File: src/hw/rtl/wrbg_pkg.sv
// ---------------------------------------------------------------------------
// Waypoint range and bearing guide package
// Shared constants, payload types, controller codes and the angle table.
// ---------------------------------------------------------------------------
package wrbg_pkg;

    localparam int WAYPOINT_DEPTH = 16;
    localparam int CORDIC_STEPS   = 16;
    localparam int PTR_W          = $clog2(WAYPOINT_DEPTH);
    localparam int CNT_W          = $clog2(WAYPOINT_DEPTH + 1);
    localparam int ITER_W         = 5;
    localparam int CFG_IDX_W      = 2;

    // Map offset of 300.0 in Q16.16.
    localparam logic signed [35:0] MAP_OFFSET = 36'sd19660800;

    localparam logic [CFG_IDX_W-1:0] CFG_LON_ORIGIN = 2'd0;
    localparam logic [CFG_IDX_W-1:0] CFG_LAT_ORIGIN = 2'd1;
    localparam logic [CFG_IDX_W-1:0] CFG_LON_SCALE  = 2'd2;
    localparam logic [CFG_IDX_W-1:0] CFG_LAT_SCALE  = 2'd3;

    localparam logic OP_PUSH = 1'b0;
    localparam logic OP_POSE = 1'b1;

    typedef struct packed {
        logic               operation;
        logic signed [31:0] waypoint_x;
        logic signed [31:0] waypoint_y;
        logic signed [31:0] latitude;
        logic signed [31:0] longitude;
        logic signed [15:0] quat_w;
        logic signed [15:0] quat_x;
        logic signed [15:0] quat_y;
        logic signed [15:0] quat_z;
        logic        [30:0] desired_range;
    } t_in_item;

    typedef struct packed {
        logic        [31:0] range;
        logic signed [15:0] bearing;
        logic               has_target;
        logic               waypoint_reached;
        logic               push_dropped;
    } t_out_item;

    typedef enum logic [4:0] {
        S_IDLE, S_PUSH, S_NONE, S_MLON, S_MLAT, S_MDY, S_DIFF,
        S_SQX, S_SQY, S_SQADD, S_SQRT, S_LDA, S_NORMA, S_ROTA,
        S_LDB, S_NORMB, S_ROTB, S_FIN, S_OUT
    } t_state;

    typedef struct packed {
        t_state step;
        logic   accept;
        logic   out_load;
    } t_ctl;

    typedef struct packed {
        logic operation;
        logic empty;
        logic norm_done;
        logic rot_last;
        logic sqrt_last;
    } t_sts;

    // atan(2^-i) in 32-bit turns.
    function automatic logic [31:0] atan_turn(input logic [ITER_W-1:0] idx);
        logic [31:0] v;
        case (idx)
            5'd0:  v = 32'h20000000;
            5'd1:  v = 32'h12E4051E;
            5'd2:  v = 32'h09FB385B;
            5'd3:  v = 32'h051111D4;
            5'd4:  v = 32'h028B0D43;
            5'd5:  v = 32'h0145D7E1;
            5'd6:  v = 32'h00A2F61E;
            5'd7:  v = 32'h00517C55;
            5'd8:  v = 32'h0028BE53;
            5'd9:  v = 32'h00145F2F;
            5'd10: v = 32'h000A2F98;
            5'd11: v = 32'h000517CC;
            5'd12: v = 32'h00028BE6;
            5'd13: v = 32'h000145F3;
            5'd14: v = 32'h0000A2F9;
            5'd15: v = 32'h0000517C;
            5'd16: v = 32'h000028BE;
            5'd17: v = 32'h0000145F;
            5'd18: v = 32'h00000A2F;
            5'd19: v = 32'h00000517;
            5'd20: v = 32'h0000028B;
            5'd21: v = 32'h00000145;
            5'd22: v = 32'h000000A2;
            5'd23: v = 32'h00000051;
            default: v = 32'h0;
        endcase
        return v;
    endfunction

endpackage

File: src/hw/rtl/wrbg_ctrl.sv
// ---------------------------------------------------------------------------
// Waypoint guide controller
// Sequences the datapath through push, mapping, range and angle steps.
// ---------------------------------------------------------------------------
module wrbg_ctrl (
    input  logic            i_clk,
    input  logic            i_rst_n,
    input  logic            i_in_valid,
    input  logic            i_out_ready,
    input  wrbg_pkg::t_sts  i_sts,
    output logic            o_in_ready,
    output logic            o_out_valid,
    output wrbg_pkg::t_ctl  o_ctl
);
    import wrbg_pkg::*;

    t_state r_state, n_state;
    logic   r_out_valid, n_out_valid;
    logic   out_load;

    always_ff @(posedge i_clk) begin
        if (!i_rst_n) begin
            r_state     <= S_IDLE;
            r_out_valid <= 1'b0;
        end else begin
            r_state     <= n_state;
            r_out_valid <= n_out_valid;
        end
    end

    always_comb begin
        n_state = r_state;
        case (r_state)
            S_IDLE: begin
                if (i_in_valid) begin
                    if (i_sts.operation == OP_PUSH) n_state = S_PUSH;
                    else if (i_sts.empty)           n_state = S_NONE;
                    else                            n_state = S_MLON;
                end
            end
            S_PUSH:  n_state = S_OUT;
            S_NONE:  n_state = S_OUT;
            S_MLON:  n_state = S_MLAT;
            S_MLAT:  n_state = S_MDY;
            S_MDY:   n_state = S_DIFF;
            S_DIFF:  n_state = S_SQX;
            S_SQX:   n_state = S_SQY;
            S_SQY:   n_state = S_SQADD;
            S_SQADD: n_state = S_SQRT;
            S_SQRT:  if (i_sts.sqrt_last) n_state = S_LDA;
            S_LDA:   n_state = S_NORMA;
            S_NORMA: if (i_sts.norm_done) n_state = S_ROTA;
            S_ROTA:  if (i_sts.rot_last) n_state = S_LDB;
            S_LDB:   n_state = S_NORMB;
            S_NORMB: if (i_sts.norm_done) n_state = S_ROTB;
            S_ROTB:  if (i_sts.rot_last) n_state = S_FIN;
            S_FIN:   n_state = S_OUT;
            S_OUT:   if (out_load) n_state = S_IDLE;
            default: n_state = S_IDLE;
        endcase
    end

    always_comb begin
        o_in_ready   = (r_state == S_IDLE);
        out_load     = (r_state == S_OUT) && (!r_out_valid || i_out_ready);
        o_ctl.step     = r_state;
        o_ctl.accept   = (r_state == S_IDLE) && i_in_valid;
        o_ctl.out_load = out_load;
        n_out_valid  = out_load ? 1'b1 : (r_out_valid && !i_out_ready);
        o_out_valid  = r_out_valid;
    end

endmodule

File: config.mk
export PLATFORM = sky130hd
export DESIGN_NAME = wrbg_ctrl
export DESIGN_NICKNAME = d
export VERILOG_FILES = /design/src/hw/rtl/wrbg_pkg.sv /design/src/hw/rtl/wrbg_ctrl.sv
export SDC_FILE = /design/constraint.sdc
export NUM_CORES = 1
export LEC_CHECK = 0
export ABC_AREA = 1
export BUFFER_PORTS_ARGS = -buffer_cell sky130_fd_sc_hd__buf_2
export CORE_ASPECT_RATIO = 0.75
export CORE_MARGIN = 2
export CORE_UTILIZATION = 30
export DETAILED_ROUTE_END_ITERATION = 10
export GPL_TIMING_DRIVEN = 0
export PLACE_DENSITY = 0.49
export SETUP_SLACK_MARGIN = 0.02
export SYNTH_ARGS = -nofsm -noshare
export SYNTH_HDL_FRONTEND = slang
export SYNTH_SLANG_ARGS = --single-unit
File: constraint.sdc
create_clock -name i_clk -period 2.6 [get_ports i_clk]
set_input_delay 0.52 -clock i_clk [delete_from_list [all_inputs] [get_ports i_clk]]
set_output_delay 0.52 -clock i_clk [all_outputs]
set_load 0.02 [all_outputs]
==> results_tabular.tex <==
\begin{tabular}{lr}
\hline
Metric & Value \\
\hline
\multicolumn{2}{l}{\textbf{Run status}} \\
Run status & complete, no violations \\
\multicolumn{2}{l}{\textbf{Placed design}} \\
Gpl congestion & 0.8192 \\
IO Port Bufs & 17 \\
Number of placed instances, taps included & 148 \\
Placed wire-length estimate & 1.278 mm \\
Dpl ws & 903.0 ps \\
\multicolumn{2}{l}{\textbf{Worst hold path}} \\
Launch point of the worst hold path & i\_rst\_n \\
Worst Hold Depth & 3 \\
Hold/Removal Path Class & input port to register \\
Worst Hold Path EP & r\_state[3] \\
\multicolumn{2}{l}{\textbf{Power and ir drop}} \\
PD cells & 952.3 nW/um\^{}2 \\
Pwr Total & 0.6982 mW \\
LEAKAGE & 0.4390 nW \\
Worst-case vdd ir drop & 0.3372 mV \\
\multicolumn{2}{l}{\textbf{STA}} \\
Final worst hold slack & 538.7 ps \\
Headroom to the max-slew limit & 0.7845 \\
Post-route setup TNS & 0 ps \\
Time the worst path needs with I/O delays and setup & 1949 ps \\
Total of endpoints with negative setup slack in the final report & 0 \\
Actual slew at the worst max-slew pin & 322.8 ps \\
Setup repair after global routing missed its margin & false \\
PnR worst setup slack & 651.3 ps \\
Clock Skews & 3.767 ps \\
Final slew viol count & 0 \\
Endpoints failing hold & 0 \\
Final worst-path cycle share & 0.7495 \\
Max Freq & 0.5132 GHz \\
\multicolumn{2}{l}{\textbf{CTS}} \\
Hold buffer count at cts & 0 \\
Maximum clock path buffer count & 2 \\
Inserted Clock Buffers & 3 \\
Clock Sink Count & 6 \\
Clock root buffer & sky130\_fd\_sc\_hd\_\_clkbuf\_4 \\
Post-CTS setup buffer count & 0 \\
H-tree depth & 1 \\
Clk slew on worst S/H paths & 50 ps \\
Clock tree from TritonCTS & built \\
Worst-Skew Late Latency & 240 ps \\
Post-CTS resize count & 0 \\
\multicolumn{2}{l}{\textbf{Route}} \\
Detailed router's first-iteration violation count & 19 \\
Wire per inst & 9.980 um \\
DRC violations left & 0 \\
Post-detailed-route count of antenna-violating nets & 0 \\
Via density per instance & 4.589 \\
Number of iterations in the first detailed-routing pass & 4 \\
Vias & 693 \\
Final routed wirelength across all metal layers & 1.507 mm \\
\multicolumn{2}{l}{\textbf{Worst setup path}} \\
Crit Path Max Fanout & 8 \\
Number of cells traversed by the worst register-to-register path & 9 \\
Worst Setup Path Type & register to output pin \\
Critical path data arrival time & 1430 ps \\
Reg-to-Reg Start & r\_state[1] \\
Crit Reg-Reg Endpoint & r\_state[4] \\
R2r setup slk & 1110 ps \\
Worst setup EP type & output pin \\
Critical path startpoint category & register \\
Required time worst endpoint & 2080 ps \\
\multicolumn{2}{l}{\textbf{Die}} \\
Total die area & 2370 um\^{}2 \\
Core Area & 1805 um\^{}2 \\
Number of I/O pins & 18 \\
FP Rows & 13 \\
Vertical die dimension & 42.67 um \\
Starting Density & 0.3313 \\
Die width & 55.56 um \\
\multicolumn{2}{l}{\textbf{Logic synthesis}} \\
Post-synthesis average cell area & 5.487 um\^{}2 \\
Portion of the post-synthesis area used by sequential elements & 0.2008 \\
Total standard cell area after synthesis & 598.1 um\^{}2 \\
Post-synthesis cell count & 109 \\
Warning count from the yosys run & 0 \\
Synth Register Bits & 6 \\
Synth unique cells & 19 \\
Post-synth net total & 118 \\
\multicolumn{2}{l}{\textbf{Cells and area}} \\
Final net count & 140 \\
Share of cells above drive strength 1 & 0.2713 \\
Final instance count without filler cells & 151 \\
Filler cells & 210 \\
Area grow syn2layout & 22.59\% \\
Diode count & 0 \\
\multicolumn{2}{l}{\textbf{Global route}} \\
Number of antenna violations at the first check in global routing & 0 \\
Grt ovf & 0 \\
Wire length of the first global-routing pass & 2.553 mm \\
Overall global routing resource usage & 0.1351 \\
Vias in the first global route & 592 \\
Maximum number of pins on one net before global-route repair & 10 \\
\multicolumn{2}{l}{\textbf{Run}} \\
Max capacitance violation total & 0 \\
\hline
\end{tabular}
power by group:
part           internal [mW]  switching (mW)
sequential             0.117          0.0474
combinational          0.153           0.298
clock                 0.0520          0.0302
total                  0.322           0.376
placed cells by master, fill, tap and decap left out, drive strengths merged:
master  instances
nor2           23
dfxtp           6
inv            18
clkbuf          3
o211ai          1
buf            18
nand3          10
and3            1
o21ai           2
nand2          38
nand4           4
nor3            2
a21oi           3
worst max-delay path, stage by stage, from the launching register on:
cell	delay [ps]
sky130_fd_sc_hd__dfxtp_1	390
sky130_fd_sc_hd__nor2_2	260
sky130_fd_sc_hd__nand2_1	140
sky130_fd_sc_hd__nor2_4	120
sky130_fd_sc_hd__inv_1	50
sky130_fd_sc_hd__nor2_1	70
sky130_fd_sc_hd__buf_2	160
kinds of logic (layout without fill, tap and decap cells):
kind of cell | Yosys count | in the layout | synth area share
DFF | 6 | 6 | 0.2008
buffers and inverters | 19 | 39 | 0.1297
AOI/OAI and AO/OA | 6 | 6 | 0.05437
and+or+nand+nor | 78 | 78 | 0.6150
stage by stage:
step,area [um^2],utilization
floorplan,598.1,-
global placement,710.7,0.3936
detailed placement,710.7,0.3936
CTS,733.2,0.4061
global route,733.2,0.4061
finish,733.2,0.4061
layer usage:
layer	track usage	part of all wire	vias to the layer above
met5	0	0	-
met4	0.02927	0	0
met3	0.03049	0.046	0
met2	0.1976	0.39	20
met1	0.2000	0.57	291
li1	-	-	382
cell type report:
cell class,instances,area (um^2),area share
inverters,18,70.07,0.09556
repair buffers,17,85.08,0.1160
multi-input cells,84,400.4,0.5461
plain buffers,1,7.507,0.01024
well taps,22,27.53,0.03754
clock buffers,3,22.52,0.03072
flip-flops and latches,6,120.1,0.1638
cell usage after synthesis:
library cell                n  area share
sky130_fd_sc_hd__nor2_1    18        0.11
sky130_fd_sc_hd__o211ai_1   1       0.013
sky130_fd_sc_hd__o21ai_1    1      0.0084
sky130_fd_sc_hd__inv_2      2       0.013
sky130_fd_sc_hd__nor2_2     2       0.021
sky130_fd_sc_hd__nand3_1    8       0.067
sky130_fd_sc_hd__buf_4      1       0.013
sky130_fd_sc_hd__nor3_1     2       0.017
sky130_fd_sc_hd__inv_4      1       0.010
sky130_fd_sc_hd__and3_1     1       0.010
sky130_fd_sc_hd__nand3_2    2       0.033
sky130_fd_sc_hd__nand4_1    4       0.042
sky130_fd_sc_hd__inv_1     15       0.094
sky130_fd_sc_hd__nor2_4     3       0.056
sky130_fd_sc_hd__dfxtp_1    6        0.20
sky130_fd_sc_hd__o21ai_0    1      0.0084
sky130_fd_sc_hd__a21oi_1    3       0.025
sky130_fd_sc_hd__nand2_2    4       0.042
sky130_fd_sc_hd__nand2_1   34        0.21
state kept, by name (all words and copies together) (netlist names):
| register | flops |
|---|---|
| r_state | 5 |
| o_out_valid | 1 |
worst max-delay path by stage:
stage                          start        to  slack, ps  depth (start not counted)
after global placement    r_state[1]  o_ctl[1]        880                          6
after CTS                 r_state[1]  o_ctl[1]        650                          6
final                     r_state[1]  o_ctl[1]        650                          6
after global routing      r_state[1]  o_ctl[1]        510                          6
after detailed placement  r_state[1]  o_ctl[1]        900                          6
after floorplan           r_state[1]  o_ctl[1]        800                          5
Note: power is estimated with default switching activity, not from simulation.
